$ cat src/rtl/tpd_pkg.sv
package tpd_pkg;

  localparam int MAX_TASKS = 64;
  localparam int TIME_W    = 32;
  localparam int IDX_W     = $clog2(MAX_TASKS);
  localparam int CNT_W     = $clog2(MAX_TASKS + 1);
  localparam int TMO_W     = 16;
  localparam int OP_W      = 2;
  localparam int KIND_W    = 2;
  localparam int ADDR_W    = 4;
  localparam int DATA_W    = 32;
  localparam int REG_W     = 2;

  localparam logic [OP_W-1:0] OP_TICK   = 2'd0;
  localparam logic [OP_W-1:0] OP_ASK    = 2'd1;
  localparam logic [OP_W-1:0] OP_SUBMIT = 2'd2;

  localparam logic [KIND_W-1:0] KIND_NONE   = 2'd0;
  localparam logic [KIND_W-1:0] KIND_MAP    = 2'd1;
  localparam logic [KIND_W-1:0] KIND_REDUCE = 2'd2;
  localparam logic [KIND_W-1:0] KIND_BAD    = 2'd3;

  localparam logic [REG_W-1:0] REG_MAP_CNT = 2'd0;
  localparam logic [REG_W-1:0] REG_RED_CNT = 2'd1;
  localparam logic [REG_W-1:0] REG_TIMEOUT = 2'd2;

  typedef struct packed {
    logic load_in;
    logic exec;
    logic inc_idx;
    logic grant;
    logic load_out;
  } tpd_cmd_t;

  typedef struct packed {
    logic is_ask;
    logic pending;
    logic hit;
    logic last;
  } tpd_sts_t;

endpackage

$ cat src/rtl/tpd_ctrl.sv
module tpd_ctrl (
  input  logic              clk_i,
  input  logic              rst_ni,
  input  logic              in_valid_i,
  output logic              in_ready_o,
  output logic              out_valid_o,
  input  logic              out_ready_i,
  input  tpd_pkg::tpd_sts_t sts_i,
  output tpd_pkg::tpd_cmd_t cmd_o
);
  import tpd_pkg::*;

  localparam logic [1:0] S_IDLE = 2'd0;
  localparam logic [1:0] S_EXEC = 2'd1;
  localparam logic [1:0] S_SCAN = 2'd2;
  localparam logic [1:0] S_DONE = 2'd3;

  logic [1:0] state_q, state_d;
  logic       out_valid_q, out_valid_d;

  always_comb begin
    cmd_o       = '0;
    state_d     = state_q;
    out_valid_d = out_valid_q && !out_ready_i;
    unique case (state_q)
      S_IDLE: begin
        if (in_valid_i) begin
          cmd_o.load_in = 1'b1;
          state_d       = S_EXEC;
        end
      end
      S_EXEC: begin
        cmd_o.exec = 1'b1;
        state_d    = (sts_i.is_ask && sts_i.pending) ? S_SCAN : S_DONE;
      end
      S_SCAN: begin
        if (sts_i.hit) begin
          cmd_o.grant = 1'b1;
          state_d     = S_DONE;
        end else if (sts_i.last) begin
          state_d = S_DONE;
        end else begin
          cmd_o.inc_idx = 1'b1;
        end
      end
      S_DONE: begin
        // result register frees up in the same cycle it is taken
        if (!out_valid_q || out_ready_i) begin
          cmd_o.load_out = 1'b1;
          out_valid_d    = 1'b1;
          state_d        = S_IDLE;
        end
      end
      default: state_d = S_IDLE;
    endcase
  end

  always_ff @(posedge clk_i or negedge rst_ni) begin
    if (!rst_ni) begin
      state_q     <= S_IDLE;
      out_valid_q <= 1'b0;
    end else begin
      state_q     <= state_d;
      out_valid_q <= out_valid_d;
    end
  end

  assign in_ready_o  = (state_q == S_IDLE);
  assign out_valid_o = out_valid_q;

endmodule

$ cat config.mk
export PLATFORM = sky130hd
export DESIGN_NAME = tpd_ctrl
export DESIGN_NICKNAME = d
export VERILOG_FILES = /design/src/rtl/tpd_pkg.sv /design/src/rtl/tpd_ctrl.sv
export SDC_FILE = /design/constraint.sdc
export NUM_CORES = 1
export LEC_CHECK = 0
export ABC_AREA = 1
export CAP_MARGIN = 0
export CORE_AREA = 2 2 39 41
export DETAILED_ROUTE_END_ITERATION = 7
export DIE_AREA = 0 0 41 43
export DONT_BUFFER_PORTS = 1
export SETUP_SLACK_MARGIN = 0.02
export SYNTH_ARGS = -nofsm -noshare
export SYNTH_HDL_FRONTEND = slang
export SYNTH_SLANG_ARGS = --single-unit
$ cat constraint.sdc
create_clock -name clk_i -period 1.1 [get_ports clk_i]
set_clock_uncertainty 0.1 [all_clocks]
set_input_delay 0.055 -clock clk_i [delete_from_list [all_inputs] [get_ports clk_i]]
set_output_delay 0.055 -clock clk_i [all_outputs]
set_load 0.1 [all_outputs]
# Word level (Yosys, flattened, before mapping)
# Index checks and enable logic that the tools add are counted.
[totals]
register_bits = 3
in_bits = 8
output_inout_bits = 7
wordCells = 32
[classes]
eq_ne = 6
muxes = 17
n_reduce_logical = 7
[ops]
columns = ["cell", "count"]
rows = [
  ["1-bit 2-to-1 mux", 11],
  ["2-bit 2-to-1 mux", 5],
  ["2-bit one-hot mux with 4 select lines", 1],
  ["2-bit == test (second input constant)", 2],
  ["2-bit inequality test (second input constant)", 2],
  ["3-bit inequality test (second input constant)", 1],
  ["3-bit AND reduction", 1],
  ["2-bit by 1-bit == test with 1-bit output (second input constant)", 1],
  ["1-bit logical AND", 2],
  ["1-bit zero test", 2],
  ["2-bit zero test", 1],
  ["1-bit logical OR", 1],
]

# Logic depth before layout (Yosys ltp)
[logic_depth]
depth_word = 4
mapped_depth = 7
depth_no_buf = 7

# Least setup slack after synthesis
# Ideal clock, no wire load.
[synth_timing]
path_kind = "reg2out"
from = "reg out_valid_q (netlist: out_valid_o)"
to = "out cmd_o[0] (netlist name)"
t_arrival_ps = 2401
slack_ps = -1456
stages_incl_launch_ff = 2
n_path_buf = 0
path_cell_list = "dfrtp_1 > a21oi_1"
[synth_lines]
columns = ["item", "line", "source"]
rows = [
  ["start, declared", "tpd_ctrl.sv:19", "logic out_valid_q, out_valid_d;"],
  ["start signal, assigned", "tpd_ctrl.sv:64", "out_valid_q <= out_valid_d;"],
  ["end, declared", "tpd_ctrl.sv:9", "output tpd_pkg::tpd_cmd_t cmd_o"],
]

==> metrics.md <==
| Metric | Value |
|---|---|
| DRT Pass-1 Iters | 2 |
| DIE HEIGHT | 43 um |
| Seq/Total Area, Yosys | approximately 28% |
| Largest fanout on the critical path | 5 |
| Dpl cells | 63 |
| Crit path DAT | between 1000 and 1500 ps |
| Initial antenna violation count | 0 |
| Top Ports | 15 |
| Area of the die | 0.00176 mm^2 |
| Mapped Cells | 39 |
| HP Class | in -> reg |
| Port Buf Inserts | 0 |
| Synth Warn # | 0 |
| Final Worst Setup Slack | -300 ps |
| Post-route minimum period | between 1000 and 1500 ps |
| Actual slew at the worst max-slew pin | slightly above 200 ps |
| Largest net degree at the start of global routing | 6 |
| Syn Nets | 51 |
| Site Rows | 14 |
| Clock Tree Buf Depth | 2 |
| Crit path largest cell delay | 470 ps |
| CP max-delay cell | dfrtp_2 |
| Area Growth Syn to Fin | 146% |
| Clock sinks | 3 |
| Routed WL per cell | 9.63 um |
| Post-DP Area | roughly 450 um^2 |
| Clock latency on the worst-skew pair | 230 ps |
| GPL Wtd Cong | 0.635 |
| Total Nets Final | 72 |
| H-Tree Depth | 1 |
| CTS buffer count | 3 |
| Detail Route Antenna Nets | 0 |
| Kind of critical path | reg -> out |
| Worst Path Required | 940 ps |
| F_max | 0.714 GHz |
| Syn Std Cell Area | 264 um^2 |
| Max-slew violations | 0 |
| Routed WL | 722 um |
| Total GRT Usage | 8.56% |
| Status | finished, violations left |
| Remaining DRCs | 0 |
| Inserted Diodes | 0 |
| CP endpoint kind | output pin |
| Post-DP HPWL | 472 um |
| Initial DRC Count | 2 |
| Die W | 41 um |
| Post-route cell area | around 650 um^2 |
| Post-synthesis register bit count | 3 |
| Synth cell types | 12 |
| Max_cap viols | 0 |
| RSZ-0062 raised after global routing | yes |
| GR Overflow Total | 0 |
| Vias post-DR | 306 |
| Final setup violation count | 8 |
| Failing checks | negative setup slack |
| Critical-path cell list | inv_4 > ha_4 > nand2_4 > clkinvlp_4 > buf_12 |
| Clk slew on worst S/H paths | 40 ps |
| Synthesized area per cell | ~6.8 um^2 |
| Vias per cell | between 4 and 5 |
| Final Non-Filler Cells | 75 |
| Pre-CTS WS | -134 ps |
| First-pass GRT wire length | 986 um |
| Initial core utilization | about a fifth |
| Clock root buffer | clkbuf_4 |
| Share of layout cells above drive strength 1 | 66.1% |
| Final-report hold violation count | 0 |
| Vias in the first global route | ~290 |
| Setup crit start kind | flip-flop |
| CTS tree | built |
| Area of the core | between 0.001 and 0.0015 mm^2 |
| Tcrit/Tclk final | 127% |
| Relative slew margins | ~87% |
[worst paths after layout]
kind	depth (start not counted)	slack [ps]	start	end
setup / recovery	5	-300	state_q[1]$_DFFE_PN0P_	cmd_o[4]
hold / removal	4	50	out_ready_i	state_q[1]$_DFFE_PN0P_
setup reg to reg	8	-220	state_q[1]$_DFFE_PN0P_	state_q[0]$_DFFE_PN0P_
hold reg to reg	2	450	out_valid_o$_DFF_PN0_	out_valid_o$_DFF_PN0_
max in group asynchronous	2	240	rst_ni	out_valid_o$_DFF_PN0_
min in group asynchronous	2	500	rst_ni	state_q[1]$_DFFE_PN0P_
[worst max-delay path, delay by kind of cell (launching register included)]
family / cells / cell delay, ps
flip-flops: 1 / 470
AND/OR/NAND/NOR: 1 / 50
buffers and inverters: 3 / 320
adder cells (fa/ha/maj): 1 / 160
[cells in the final DEF (no fill, tap or decap)]
cell type	netlist	layout
nand3_4	0	1
nor2_2	1	1
dfrtp_2	0	3
inv_2	1	1
nand2_2	1	1
nand3_1	3	1
buf_6	0	4
nand3_2	1	2
clkbuf_1	0	1
nand4_1	1	1
clkinvlp_4	0	3
a21oi_4	0	1
inv_1	9	3
nor2_1	1	1
nand2_1	13	9
buf_4	0	3
nand2_4	0	4
ha_4	0	4
dlygate4sd3_1	0	4
inv_4	0	3
clkbuf_4	0	3
buf_12	0	5
[synth_stat cells]
| library cell | number | area (um^2) |
|---|---|---|
| nor2_2 | 1 | 6.26 |
| inv_2 | 1 | 3.75 |
| nand4_1 | 1 | 6.26 |
| nand2_1 | 13 | 48.8 |
| nand3_2 | 1 | 10.0 |
| ha_1 | 4 | 50.1 |
| nand3_1 | 3 | 15.0 |
| dfrtp_1 | 3 | 75.1 |
| nand2_2 | 1 | 6.26 |
| a21oi_1 | 1 | 5.00 |
| nor2_1 | 1 | 3.75 |
| inv_1 | 9 | 33.8 |
[flip-flops by register name, indices dropped and copies added (netlist names)]
register / cells
out_valid_o: 1
state_q: 2
[stage by stage]
step	util, %	hold WS [ps]	setup TNS [ps]
floorplan	-	-341	-1720
global placement	32.5	-340	-548
detailed placement	32.5	-340	-638
CTS	43.4	7.29	-2140
global route	46.9	72.3	-2330
finish	46.9	48.9	-2070
[routing by layer]
metal | wire length (um) | vias up | global-route usage, %
met5 | 0 | - | 0
met4 | 0 | 0 | 8.00
met3 | 38 | 0 | 1.57
met2 | 429 | 9 | 15.0
met1 | 254 | 142 | 7.14
li1 | - | 155 | -
[what timing repair did]
action                     CTS  global route
hold buffers                 4             0
resized for setup           19             6
buffers inserted             1             3
setup endpoints to repair    9             8
hold endpoints to repair     5             0
pin swaps                    6             6
[layout make-up]
class / count / area, um^2
fillers: 141 / 734
multi-input cells: 26 / 260
inverters: 10 / 56.3
repair buffers: 16 / 208
well taps: 16 / 20.0
flip-flops and latches: 3 / 78.8
clock buffers: 4 / 26.3
[cells by family (layout without fill, tap and decap cells)]
logic type / Yosys count / after routing / synth area share (%)
buffers and inverters: 10 / 30 / 14.2
flip-flops: 3 / 3 / 28.4
AND/OR/NAND/NOR: 21 / 21 / 36.5
adder cells (fa/ha/maj): 4 / 4 / 19.0
AO/OA/AOI/OAI: 1 / 1 / 1.89
Power is left out: the tool's default activity adds up to more than one toggle a clock period on the data nets, which glitch-free logic cannot reach.
