## src/rtl/tpd_pkg.sv

```systemverilog
package tpd_pkg;

  localparam int MAX_TASKS = 64;
  localparam int TIME_W    = 32;
  localparam int IDX_W     = $clog2(MAX_TASKS);
  localparam int CNT_W     = $clog2(MAX_TASKS + 1);
  localparam int TMO_W     = 16;
  localparam int OP_W      = 2;
  localparam int KIND_W    = 2;
  localparam int ADDR_W    = 4;
  localparam int DATA_W    = 32;
  localparam int REG_W     = 2;

  localparam logic [OP_W-1:0] OP_TICK   = 2'd0;
  localparam logic [OP_W-1:0] OP_ASK    = 2'd1;
  localparam logic [OP_W-1:0] OP_SUBMIT = 2'd2;

  localparam logic [KIND_W-1:0] KIND_NONE   = 2'd0;
  localparam logic [KIND_W-1:0] KIND_MAP    = 2'd1;
  localparam logic [KIND_W-1:0] KIND_REDUCE = 2'd2;
  localparam logic [KIND_W-1:0] KIND_BAD    = 2'd3;

  localparam logic [REG_W-1:0] REG_MAP_CNT = 2'd0;
  localparam logic [REG_W-1:0] REG_RED_CNT = 2'd1;
  localparam logic [REG_W-1:0] REG_TIMEOUT = 2'd2;

  typedef struct packed {
    logic load_in;
    logic exec;
    logic inc_idx;
    logic grant;
    logic load_out;
  } tpd_cmd_t;

  typedef struct packed {
    logic is_ask;
    logic pending;
    logic hit;
    logic last;
  } tpd_sts_t;

endpackage

```

## src/rtl/tpd_regs.sv

```systemverilog
module tpd_regs (
  input  logic                        clk_i,
  input  logic                        rst_ni,
  input  logic                        psel,
  input  logic                        penable,
  input  logic                        pwrite,
  input  logic [tpd_pkg::ADDR_W-1:0]  paddr,
  input  logic [tpd_pkg::DATA_W-1:0]  pwdata,
  output logic [tpd_pkg::DATA_W-1:0]  prdata,
  output logic                        pready,
  output logic [tpd_pkg::CNT_W-1:0]   map_cnt_o,
  output logic [tpd_pkg::CNT_W-1:0]   red_cnt_o,
  output logic [tpd_pkg::TMO_W-1:0]   timeout_o
);
  import tpd_pkg::*;

  logic [CNT_W-1:0] map_cnt_q;
  logic [CNT_W-1:0] red_cnt_q;
  logic [TMO_W-1:0] timeout_q;
  logic [REG_W-1:0] reg_sel;
  logic             wr_en;

  assign reg_sel = paddr[ADDR_W-1:2];
  assign wr_en   = psel & penable & pwrite;
  assign pready  = 1'b1;

  always_ff @(posedge clk_i or negedge rst_ni) begin
    if (!rst_ni) begin
      map_cnt_q <= '0;
      red_cnt_q <= '0;
      timeout_q <= TMO_W'(50);
    end else if (wr_en) begin
      unique case (reg_sel)
        REG_MAP_CNT: map_cnt_q <= pwdata[CNT_W-1:0];
        REG_RED_CNT: red_cnt_q <= pwdata[CNT_W-1:0];
        REG_TIMEOUT: timeout_q <= pwdata[TMO_W-1:0];
        default: ;
      endcase
    end
  end

  always_comb begin
    unique case (reg_sel)
      REG_MAP_CNT: prdata = DATA_W'(map_cnt_q);
      REG_RED_CNT: prdata = DATA_W'(red_cnt_q);
      REG_TIMEOUT: prdata = DATA_W'(timeout_q);
      default:     prdata = '0;
    endcase
  end

  assign map_cnt_o = map_cnt_q;
  assign red_cnt_o = red_cnt_q;
  assign timeout_o = timeout_q;

endmodule

```

## config.mk

```make
export PLATFORM = sky130hd
export DESIGN_NAME = tpd_regs
export DESIGN_NICKNAME = d
export VERILOG_FILES = /design/src/rtl/tpd_pkg.sv /design/src/rtl/tpd_regs.sv
export SDC_FILE = /design/constraint.sdc
export NUM_CORES = 1
export LEC_CHECK = 0
export BUFFER_PORTS_ARGS = -buffer_cell sky130_fd_sc_hd__buf_2
export CORE_MARGIN = 4
export CORE_UTILIZATION = 44
export CTS_CLUSTER_DIAMETER = 80
export DETAILED_ROUTE_END_ITERATION = 8
export GPL_TIMING_DRIVEN = 0
export HOLD_SLACK_MARGIN = 0.03
export PLACE_DENSITY = 0.91
export SLEW_MARGIN = 30
export SYNTH_ARGS = -nofsm -noshare
export SYNTH_HDL_FRONTEND = slang
export SYNTH_SLANG_ARGS = --single-unit
```

## constraint.sdc

```tcl
create_clock -name clk_i -period 1.6 [get_ports clk_i]
set_input_delay 0.16 -clock clk_i [delete_from_list [all_inputs] [get_ports clk_i]]
set_output_delay 0.16 -clock clk_i [all_outputs]
set_load 0.01 [all_outputs]
```

[Word level (Yosys, flattened, before mapping)]
Index checks and enable logic that the tools add are counted.
Storage, ports and cells
  logic and storage cells: 12
  register bits: 30
  output and inout port bits: 63
  input bits: 41
Cells by class
  bitwise operators: 2
  multiplexer cells: 1
  reduce and logical (&&, ||, !) cells: 4
  equality and inequality tests: 2
Operators with widths (number)
  $pmux W16 S3: 1
  $reduce_and A2 Y1: 3
  $and A1 B1 Y1: 2
  $eq A2 B1 Y1 const B: 1
  $eq A2 B2 Y1 const B: 1
  $logic_not A2 Y1: 1

[Depth between registers and ports, before layout]
Gate-level depths: netlist of run 1.
  word-level depth: 3
  depth in mapped cells: 5
  gate-level depth less buffers: 3

[Least setup slack after synthesis of run 1]
Ideal clock, no wire load.
  path kind: input -> register
  from: input paddr[2] (netlist bit)
  to: register timeout_q[10] (netlist: timeout_o[10])
  arrival time: 1.132 ns
  setup time: 0.125 ns
  setup slack: 0.343 ns
  required time: 1.475 ns
  path buffers: 2
  cell stages on the path: 4
  cell sequence: buf_6 nor3b_4 buf_6 mux2_2
Between the ends
  cells in the longest elaborated chain, start to end: 2
RTL lines
  from (decl): line tpd_regs.sv:7  | input logic [tpd_pkg::ADDR_W-1:0] paddr,
  $eq A2 B2 Y1: line tpd_regs.sv:33  | unique case (reg_sel)
  $reduce_and A2 Y1 (no source line)
  to (signal assigned): line tpd_regs.sv:36  | REG_TIMEOUT: timeout_q <= pwdata[TMO_W-1:0];
  to (decl): line tpd_regs.sv:19  | logic [TMO_W-1:0] timeout_q;
Every way passes these cells.
A chain may end at the register's enable or synchronous reset.

[Final worst setup path of run 1]
  from: input paddr[3] (netlist bit)
  to: output prdata[6] (netlist bit)
Between the ends
  cells in the longest elaborated chain, start to end: 2
RTL lines
  $eq A2 B2 Y1, or another cell as far along: line tpd_regs.sv:43  | unique case (reg_sel)
  $pmux W16 S3 (*): line tpd_regs.sv:43
  to (decl): line tpd_regs.sv:9  | output logic [tpd_pkg::DATA_W-1:0] prdata,
Mark *: on every way between the ends. The rest lies on a longest branch, timed or not.

==> summary.md, run 1 <==
In this design, the critical path's most frequently occurring cell is sky130_fd_sc_hd__buf_2. Including well taps, the total number of placed cells is 248. The number of vias in the routed layout came out at 1175.

The cell family contributing the most delay on the critical path is buffers and inverters. Clock latency on the worst-skew pair, taken at its later pin, is 0.32 ns. The tools report the number of antenna violations at the first check in global routing as 0.

For the post-CTS repair timing setup buffer count, the log shows 0. The Yosys warning count is 0, and the highest net fanout along the worst path is 10. In the routed layout, each cell is associated on average with a via count of 4.590. The number of clock sinks was 30. Adder-cell share of the synthesized area: 0. The first global-routing pass estimated 5.347 mm of wire.

The final period utilization works out to 0.8924. The startpoint type of the worst setup path is an input pin. The multiplexer share of the synthesized area was 0.2821; the full die area was 4508 sq um.

Counting flops and latches in the post-synthesis netlist gives 30. The final RePlAce weighted congestion is 0.7503. Number of buffers inserted by port buffering: 68. Together, buffers and inverters on the worst path number 4.

Summed over all layers, the global routing overflow is 0. For the core box area, the log shows 3363 sq um. For the total routed wirelength, the log shows 3.497 mm.

Slowest stage cell on the critical path: sky130_fd_sc_hd__buf_2. The worst setup path is of the input pin to output port kind. The finished cells cover 2056 sq um. The worst setup path is captured at an output port. The number of endpoints with negative hold slack in the final report is 0, and the peak ir drop on the vdd network is 679.2 uV. The final net count is 251.

The critical path goes through buf_2 > buf_2 > nor2b_4 > buf_2 > nand2_1 > o21ai_0 > buf_2. After detailed routing, the number of remaining DRC violations is 0. Pin placement for this block handled 104 I/O pins.

Worst-case headroom to the max-slew limit: 0.5345. For the largest net degree at the start of global routing, the log shows 31. The parity-gate share of the synthesized area counting xor and xnor cells was 0; the number of iterations in the first detailed-routing pass was 4. The tools report the total number of placement rows as 21. The time the worst path needs with I/O delays and setup was 1.428 ns. Setup slack after placement: -0.05548 ns. TritonCTS built the clock tree.

The number of global-route vias before repair came out at 1071. The detailed router finished its first iteration with 35 violations. In the layout the commonest cells are sky130_fd_sc_hd__buf_2, sky130_fd_sc_hd__dfrtp_1, sky130_fd_sc_hd__mux2_2.

The layout-stage area growth over the synthesis result came out at 33.58%. The commonest non-fill, non-tap cell in the layout was sky130_fd_sc_hd__buf_2. The pin slew with the least headroom to its limit was 0.6945 ns; the sequential cell area fraction in the yosys report was 0.4902. Derived from the worst setup path, the maximum achievable clock frequency is 0.7004 GHz.

Setup repair after global routing left no endpoint under its margin. The largest buffer count on any clock path was 2; the number of diodes was 0. The run gives 1539 sq um as the mapped cell area.

After routing, the total negative slack on setup checks comes to 0 ns. The simple-gate share of the synthesized area was 0.08862. The floorplan step set the die height to 67.14 um. The count of pins over their slew limit is 0. The worst path required time was 1.44 ns; the effective utilization at floorplan was 0.4576. The utilization after layout was 0.6112; the worst clock skew was 0 ns. In this run the power density over the cells is 1082 nW/um^2. The analysis attributes to cell leakage a power of 1.125 nW.

The logs give 0.1722 ns for the smallest setup slack after layout and 1.27 ns for the arrival time of the worst setup path. Per-instance average area after synthesis: 12.93 sq um. In this run the clock root is driven by a sky130_fd_sc_hd__clkbuf_4. The total half-perimeter wirelength after legalization and detailed placement came out at 2.618 mm. The total CTS buffers was 5; the fraction of final layout cells with drive strength greater than 1 was 0.6286.

The run finished with clean final reports. The post-synthesis compound-gate area fraction is 0.02276. The clock-pin slew on the worst setup and hold paths is 0.09 ns.

By area, the combinational part of the netlist is dominated by multiplexers. The number of standard cells in the final layout excluding fillers was 256; the maximum level of the CTS H-tree was 2. The count of max-cap constraint violations was 0; the remaining number of nets flagged by the antenna check after routing was 0. Setup violations remaining at the end of the flow were counted as 0.

In the final routed layout, each cell accounts on average for 13.66 um. The tightest min-delay check is of the input pin to register type. Highest cell delay on the worst timing path: 0.26 ns.

The x dimension of the die came out at 67.14 um. In this run, distinct cell masters in the synthesized netlist total 17. Synthesis handed over a netlist of 119 instances. The logs give 1993 sq um for the area of placed instances and 0.1630 for the overall routing resource usage.
==> synthesized netlist by cell type (all sizes together) <==
cell,instances,area [sq um]
mux2,30,364.1
dfrtp,27,675.7
buf,22,171.4
and2,9,56.30
mux2i,7,70.07
nand2,7,26.28
o21ai,7,35.03
dfstp,3,78.83
conb,2,7.510
nand3,1,10.01
nor2b,1,6.260
nor3,1,10.01
nor3b,1,18.77
or3b,1,8.760
==> metal layers <==
layer / up-vias / GRT usage / share of wire
met5: - / 0 / 0
met4: 0 / 0.04557 / 0.0089
met3: 5 / 0.06822 / 0.12
met2: 70 / 0.2626 / 0.45
met1: 547 / 0.2002 / 0.42
li1: 553 / - / -
==> through the flow <==
| stage | power [mW] | hold slack (ns) |
|---|---|---|
| finish | 2.224 | 0.06574 |
| global route | 2.371 | 0.04819 |
| CTS | 2.244 | 0.05192 |
| detailed placement | 1.832 | 0.2318 |
| global placement | 1.809 | 0.2283 |
| floorplan | 1.500 | -0.1356 |
==> cell families after synthesis <==
| group | after synthesis |
|---|---|
| mux | 37 |
| flops | 30 |
| buf+inv | 22 |
| simple gates | 21 |
| compound gates | 7 |
| other cells | 2 |
==> state kept, by name, summed over array words and instances, names as in the netlist <==
register,cells
map_cnt_o,7
red_cnt_o,7
timeout_o,16
==> power by group <==
part / internal [mW] / switching (mW)
registers: 0.948 / 0.129
clock network: 0.165 / 0.243
logic: 0.397 / 0.341
total: 1.51 / 0.713
==> final cells by class <==
| cell class | count | area (sq um) |
|---|---|---|
| Sequential cell | 30 | 754.5 |
| Buffer | 22 | 171.4 |
| Multi-Input combinational cell | 82 | 676.9 |
| Clock buffer | 7 | 45.04 |
| Tap cell | 46 | 57.56 |
| Timing Repair Buffer | 69 | 350.3 |
| Fill cell | 304 | 1308 |
==> timing repair <==
action / 4_1_cts / 5_1_grt
hold buffers: 1 / 0
endpoints found under the hold margin: 27 / 0
endpoints found under the setup margin: 10 / 6
gates resized for setup: 1 / 1
==> final timing paths <==
check | depth (start not counted) | end | from | slack, ns
max | 7 | prdata[6] | paddr[3] | 0.17
min in group asynchronous | 2 | red_cnt_o[6]$_DFFE_PN0P_ | rst_ni | 0.40
min reg2reg | 1 | timeout_o[15]$_DFFE_PN0P_ | timeout_o[15]$_DFFE_PN0P_ | 0.53
max in group asynchronous | 2 | map_cnt_o[1]$_DFFE_PN0P_ | rst_ni | 0.76
max reg2reg | 1 | timeout_o[9]$_DFFE_PN0P_ | timeout_o[9]$_DFFE_PN0P_ | 0.82
min | 2 | timeout_o[13]$_DFFE_PN0P_ | pwdata[13] | 0.07
(Power assumes the default switching activity.)
==> run 2: changes to the inputs <==
--- a/config.mk
+++ b/config.mk
@@ -13,6 +13,7 @@
 export GPL_TIMING_DRIVEN = 0
 export HOLD_SLACK_MARGIN = 0.03
 export PLACE_DENSITY = 0.91
+export REMOVE_ABC_BUFFERS = 1
 export SLEW_MARGIN = 30
 export SYNTH_ARGS = -nofsm -noshare
 export SYNTH_HDL_FRONTEND = slang
==> summary.md, run 2 (synthesized netlist as in run 1, its figures left out) <==
The flow ran to the end, and the final reports show no timing, DRC or antenna violations. The library cell used most frequently in the layout, excluding fill and tap cells, is sky130_fd_sc_hd__buf_2. The clock reaches the later pin of the worst-skew pair after 0.32 ns.

The area of placed instances is 1824 sq um, and the full die area is 4508 sq um. In this run the count of I/O pins placed on the die edge is 104. The final period utilization was 0.8377. The run gives 0.4459 as the worst-case headroom to the max-slew limit.

Setup repair after global routing left no endpoint under its margin. After detailed routing, the total wire length is 3.399 mm. Count of pins over their slew limit: 0.

Entering global routing, the biggest net connects 31 pins. The effective utilization at floorplan was 0.4576. The worst setup path is captured at a register.

For the total CTS buffers, the log shows 5. In the layout the commonest cells are sky130_fd_sc_hd__buf_2, sky130_fd_sc_hd__dfrtp_1, sky130_fd_sc_hd__mux2_2. The final net count was 230; the layout-stage area growth over the synthesis result was 24.06%.

Largest buffer count on any clock path: 2. Clock tree synthesis found a total of 30 sinks. The worst path in the final design needs a cycle of 1.340 ns, including I/O delays and setup. Filler cell count in the final layout: 308. The total number of placement rows is 21, and the fraction of final layout cells with drive strength greater than 1 is 0.5895.

After routing the design area is 1909 sq um. For the maximum level of the CTS H-tree, the log shows 2. The die is 67.14 um wide.

The remaining number of nets flagged by the antenna check after routing is 0. Setup violations remaining at the end of the flow were counted as 0. The worst clock skew is 0 ns, and the highest net fanout along the worst path is 16.

Across all register-to-register paths, the minimum setup slack is 0.82 ns. The count of max-cap constraint violations is 0, and the core box area is 3363 sq um. The tools report the final RePlAce weighted congestion as 0.6702. After clock tree synthesis, the setup repair step added 0 buffers. The routed via count divided by cell count was 4.593. Once placement completed, the tool counted placed cells totaling 226.

The finished layout holds 236 standard cells, fillers aside. The critical path is of the input pin to register type. The count of buffering cells on the critical path with inverters included was 1. STA classifies the critical path startpoint as an input pin. The peak ir drop on the vdd network is 686.5 uV. The initial detailed-routing violation count is 10. For this design, the slowest cell found on the critical path is sky130_fd_sc_hd__nor3b_4. The highest cell delay on the worst timing path is 0.75 ns, and the worst path required time is 1.82 ns. After detailed routing, the number of remaining DRC violations is 0. The vertical extent of the die is 67.14 um, and the remaining global-route overflow is 0.

For the wire length of the first global-routing pass, the log shows 5.099 mm. The category of cells accounting for the largest share of critical-path delay is simple AND/OR/NAND/NOR gates. The number of global-route vias before repair was 1051; the total negative slack was 0 ns. During placement, the flow inserted port buffers numbering 68.

0 antenna diodes ended up in the layout. The tools report the number of antenna violations at the first check in global routing as 0. Class of the tightest hold or removal check: input pin to register. The overall routing resource usage was 0.1586. At the pin with the least slew margin, the transition time is 0.8302 ns.

Summed over all cells, the static leakage comes to 1.021 nW. The tree is rooted in a sky130_fd_sc_hd__clkbuf_4. After clock tree synthesis, the clock-pin slew on the worst setup and hold paths is 0.09 ns. Traced cell by cell, the critical path runs through buf_2 > nor3b_4 > mux2_2.

The power density of the placed cells was 1172 nW/um^2. After detailed routing, the average wire length per cell comes to 14.40 um. The total half-perimeter wirelength after legalization and detailed placement was 2.416 mm. The number of endpoints with negative hold slack in the final report came out at 0. The logs give 4 for the number of iterations in the first detailed-routing pass and 1.56 ns for the arrival time of the worst setup path. Number of flip-flops under the largest register name: 16. Summing over every cut layer, the via total after detailed routing is 1084. TritonCTS built the clock tree. For the maximum clock frequency, the log shows 0.7461 GHz.
run 2: changes by cell type in the layout (fill, tap and decap cells not counted):
cell | before | now
sky130_fd_sc_hd__buf_6 | 3 | 0
sky130_fd_sc_hd__clkbuf_8 | 0 | 1
sky130_fd_sc_hd__buf_4 | 17 | 0
sky130_fd_sc_hd__buf_2 | 70 | 68
sky130_fd_sc_hd__dlygate4sd3_1 | 1 | 2
sky130_fd_sc_hd__clkbuf_1 | 2 | 1
sky130_fd_sc_hd__clkinv_2 | 0 | 1
run 2: area by class of cell:
type | instances | area (sq um) | share of cell area
clock buffer | 7 | 55.05 | 0.02883
clock inverter | 1 | 5.005 | 0.002621
multi-input combinational | 82 | 676.9 | 0.3545
sequential | 30 | 754.5 | 0.3952
tap | 46 | 57.56 | 0.03014
timing repair buffer | 70 | 360.3 | 0.1887
run 2: metal layers:
layer	up-vias	wire length, um	global-route usage	part of all wire
met5	-	0	0	0
met4	0	46	0.06835	0.014
met3	5	432	0.07321	0.13
met2	69	1625	0.2589	0.48
met1	501	1295	0.1777	0.38
li1	509	-	-	-
run 2: per-stage QoR:
| step | total power [mW] | worst slack, ns | utilization | hold WS, ns |
|---|---|---|---|---|
| 2_1_floorplan | 1.456 | 0.2975 | - | -0.1356 |
| 3_3_place_gp | 1.767 | -0.2763 | 0.5417 | 0.2220 |
| 3_5_place_dp | 1.792 | -0.1285 | 0.5424 | 0.2247 |
| 4_1_cts | 2.271 | 0.04399 | 0.5632 | 0.03687 |
| 5_1_grt | 2.395 | 0.1488 | 0.5677 | 0.03195 |
| 6_report | 2.237 | 0.2596 | 0.5677 | 0.05463 |
run 2: repair_timing:
item	4_1_cts	5_1_grt
setup endpoints to repair	0	16
hold buffers	1	1
resized for setup	0	1
hold endpoints to repair	27	1
run 2: worst paths after layout:
path                                           from                         to  cells after the start
min                                      pwdata[13]  timeout_o[13]$_DFFE_PN0P_                      2
max                                        paddr[3]  timeout_o[14]$_DFFE_PN0P_                      3
min reg2reg                timeout_o[6]$_DFFE_PN0P_   timeout_o[6]$_DFFE_PN0P_                      1
max reg2reg                timeout_o[3]$_DFFE_PN0P_   timeout_o[3]$_DFFE_PN0P_                      1
max in group asynchronous                    rst_ni   timeout_o[0]$_DFFE_PN0P_                      2
min in group asynchronous                    rst_ni   map_cnt_o[4]$_DFFE_PN0P_                      2
run 2: where the power goes:
part           internal (mW)  leakage (nW)  switching [mW]  total [mW]
clock network          0.212        0.0353           0.250       0.463
registers              0.948         0.363           0.125        1.07
logic                  0.367         0.623           0.335       0.702
==> run 3: changes to the inputs <==
--- a/config.mk
+++ b/config.mk
@@ -5,14 +5,15 @@
 export SDC_FILE = /design/constraint.sdc
 export NUM_CORES = 1
 export LEC_CHECK = 0
+export ABC_AREA = 1
 export BUFFER_PORTS_ARGS = -buffer_cell sky130_fd_sc_hd__buf_2
 export CORE_MARGIN = 4
-export CORE_UTILIZATION = 44
+export CORE_UTILIZATION = 41
 export CTS_CLUSTER_DIAMETER = 80
 export DETAILED_ROUTE_END_ITERATION = 8
 export GPL_TIMING_DRIVEN = 0
 export HOLD_SLACK_MARGIN = 0.03
-export PLACE_DENSITY = 0.91
+export PLACE_DENSITY = 0.86
 export REMOVE_ABC_BUFFERS = 1
 export SLEW_MARGIN = 30
 export SYNTH_ARGS = -nofsm -noshare
==> constraint.sdc (replaced) <==
create_clock -name clk_i -period 1.3 [get_ports clk_i]
set_input_delay 0.13 -clock clk_i [delete_from_list [all_inputs] [get_ports clk_i]]
set_output_delay 0.13 -clock clk_i [all_outputs]
set_load 0.01 [all_outputs]
==> summary.md, run 3 <==
For the summed area of non-filler cells in the final layout, the log shows 1952 sq um. In this run the core area contains 22 standard-cell rows. The logs give 0.4248 for the effective utilization at floorplan and 372 for the filler cell count in the final layout. After synthesis, the largest family of logic cells by area is simple AND/OR/NAND/NOR gates. The adder-cell share of the synthesized area was 0; the total half-perimeter wirelength after legalization and detailed placement was 2.817 mm. The top flip-flop cell by instance count after synthesis was sky130_fd_sc_hd__dfrtp_1.

The maximum level of the CTS H-tree came out at 2. The maximum clock frequency is 0.8398 GHz, and the number of antenna violations at the first check in global routing is 0. The worst-skew pair later-pin latency came out at 0.27 ns.

The time the worst path needs with I/O delays and setup works out to 1.191 ns. Global routing finished with a remaining overflow of 0. Overall routing resource usage: 0.1653. In the final layout, flip-flops and latches occupy 754.5 sq um. Worst-case headroom to the max-slew limit: 0.5615.

The first TritonRoute pass finished after 4 iterations. The area of placed instances was 1851 sq um. After detailed routing, the average wire length per cell comes to 11.86 um.

The first global-routing pass estimated 6.223 mm of wire. Setup repair after global routing left no endpoint under its margin. TritonCTS built the clock tree. At the placement stage, the worst setup path has a slack of -0.002791 ns.

The path class of the tightest hold or removal check is input pin to register. The run gives 1.06 ns as the arrival time of the worst setup path. After clock tree synthesis, the clock-pin slew on the worst setup and hold paths is 0.06 ns. The number of buffers inserted by port buffering works out to 68.

The peak ir drop on the vdd network was 664.3 uV; the remaining number of nets flagged by the antenna check after routing was 0. The power density of the placed cells is 1417 nW/um^2. Final net count: 318. The initial detailed-routing violation count came out at 85. The static leakage power is 1.211 nW. Entering global routing, the biggest net connects 31 pins.

The tree is rooted in a sky130_fd_sc_hd__clkbuf_8. In this run the vertical extent of the chip is 69.59 um. During I/O placement, the number of pins put on the boundary was 104. Setup slack closes at 0.1092 ns. The top cell types in the final layout, fill and taps aside, are sky130_fd_sc_hd__nand2_1, sky130_fd_sc_hd__buf_2, sky130_fd_sc_hd__dfrtp_1. Summed over all instances, the cell type with the most area after synthesis is sky130_fd_sc_hd__dfrtp_1. By area the synthesized netlist is led by sky130_fd_sc_hd__dfrtp_1, sky130_fd_sc_hd__nand2_1, sky130_fd_sc_hd__buf_4.

The run gives 643.1 sq um as the area of the multi-input gates. Number of enable flip-flop cells after synthesis: 0. Routability-driven placement finished with a final weighted congestion of 0.7550.

The parity-gate share of the synthesized area counting xor and xnor cells is 0. The kind of end point of the critical path is an output port. The pin slew with the least headroom to its limit is 0.6578 ns, and the fraction of final layout cells with drive strength greater than 1 is 0.3094.

The Yosys warning count was 0; the total of cells resized after clock tree synthesis was 0. Relative to the synthesized area, the layout overhead comes to 25.50%. Max-cap violations in this run came to 0. The per-instance average area after synthesis is 7.550 sq um. Counting instances in the post-synthesis netlist gives the leading cell types as sky130_fd_sc_hd__nand2_1, sky130_fd_sc_hd__dfrtp_1, sky130_fd_sc_hd__buf_4, sky130_fd_sc_hd__inv_1, sky130_fd_sc_hd__nor2_1.

The portion of synthesized cell area occupied by the leading cell type is 0.4344, and the worst path required time is 1.17 ns. The final layout contains routed wiring with a total length of 3.867 mm. The worst setup path category is register to output port. The tools report the number of global-route vias before repair as 1253. Startpoint type of the worst setup path: a register. Counting every sink on the clock net gives 30. The post-synthesis compound-gate area fraction is 0, and the share of flip-flops with an asynchronous set or reset after synthesis is 1.000. The count of pins over their slew limit was 0; the routed via count divided by cell count was 4.426.

Of all nets on the critical path, the largest fanout is 3. The simple-gate share of the synthesized area was 0.3725; the number of flip-flops under the largest register name was 16. The tools report the number of endpoints with negative hold slack in the final report as 0. The run gives 0 as the remaining routing DRC violations. Setup violations remaining at the end of the flow were counted as 0. The number of vias in the routed layout was 1443. The multiplexer share of the synthesized area is 0. The register bit total from synthesis came out at 30. The netlist uses 16 different library cells. The tools report the number of diodes as 0.

The run finished with clean final reports. In this run the cell area of the synthesized design comes to 1555 sq um. The tools report the total CTS buffers as 5. The x dimension of the die was 69.59 um; the worst clock skew was 0 ns.

The run gives 2 as the largest buffer count on any clock path. The most common cell in the synthesized netlist is sky130_fd_sc_hd__nand2_1. The logs give 4843 sq um for the full die area and 206 for the post-synthesis cell count. Core box area: 3661 sq um. The final period utilization is 0.9160. Commonest non-fill, non-tap cell in the layout: sky130_fd_sc_hd__nand2_1. The sequential cell area fraction in the yosys report came out at 0.4851.
[run 3: cell types whose count changed after synthesis, sizes merged, moves of 9 or more]
cell,change
mux2,-30
inv,+14
and2,-9
nand2,+111
nor2,+14
[run 3: critical path: stages (launching register included)]
cell and delay, ns:
sky130_fd_sc_hd__dfstp_2 0.54, sky130_fd_sc_hd__nand2_1 0.05, sky130_fd_sc_hd__nand3_1 0.06, sky130_fd_sc_hd__buf_2 0.14
[run 3: kinds of logic after synthesis]
group         count (synthesis)
buf+inv                      34
flops                        30
other cells                   2
simple gates                140
[run 3: routing by layer]
metal	track usage	vias to the layer above	part of all wire
li1	-	720	-
met1	0.1985	663	0.39
met2	0.2754	60	0.50
met3	0.05942	0	0.11
met4	0.05206	0	0
met5	0	-	0
[run 3: final cells by class]
| class | instances | share of cell area |
|---|---|---|
| flip-flops and latches | 30 | 0.3865 |
| multi-input cells | 157 | 0.3295 |
| repair buffers | 69 | 0.1795 |
| clock buffers | 7 | 0.04423 |
| well taps | 48 | 0.03077 |
| inverters | 14 | 0.02692 |
| clock inverters | 1 | 0.002564 |
[run 3: repair_timing]
item                      4_1_cts  5_1_grt
hold endpoints to repair       27        0
hold buffers                    1        0
buffers inserted                0        0
[run 3: final timing paths]
| check | endpoint | slack, ns | startpoint | cells past startpoint |
|---|---|---|---|---|
| setup / recovery | prdata[5] | 0.11 | timeout_o[5]$_DFFE_PN1P_ | 3 |
| hold / removal | timeout_o[15]$_DFFE_PN0P_ | 0.05 | pwdata[15] | 3 |
| setup reg to reg | timeout_o[5]$_DFFE_PN1P_ | 0.59 | timeout_o[5]$_DFFE_PN1P_ | 2 |
| hold reg to reg | timeout_o[4]$_DFFE_PN1P_ | 0.47 | timeout_o[4]$_DFFE_PN1P_ | 2 |
| max in group asynchronous | map_cnt_o[0]$_DFFE_PN0P_ | 0.43 | rst_ni | 2 |
| min in group asynchronous | map_cnt_o[1]$_DFFE_PN0P_ | 0.44 | rst_ni | 2 |
[run 3: stage by stage]
| step | utilization | hold slack [ns] | cells | setup TNS, ns | total power [mW] |
|---|---|---|---|---|---|
| after floorplan | - | -0.1656 | 201 | 0 | 1.667 |
| after global placement | 0.5055 | 0.1901 | 317 | 0 | 2.016 |
| after detailed placement | 0.5055 | 0.1940 | 317 | -0.002791 | 2.043 |
| after CTS | 0.5332 | 0.04819 | 326 | 0 | 2.803 |
| after global routing | 0.5332 | 0.05152 | 326 | 0 | 2.953 |
| final | 0.5332 | 0.05468 | 326 | 0 | 2.766 |
[run 3: where the power goes]
part	leakage, nW	internal [mW]	switching [mW]	total, mW
logic	0.788	0.296	0.436	0.732
clock network	0.0482	0.426	0.324	0.750
registers	0.374	1.14	0.143	1.28
total	1.21	1.86	0.903	2.77
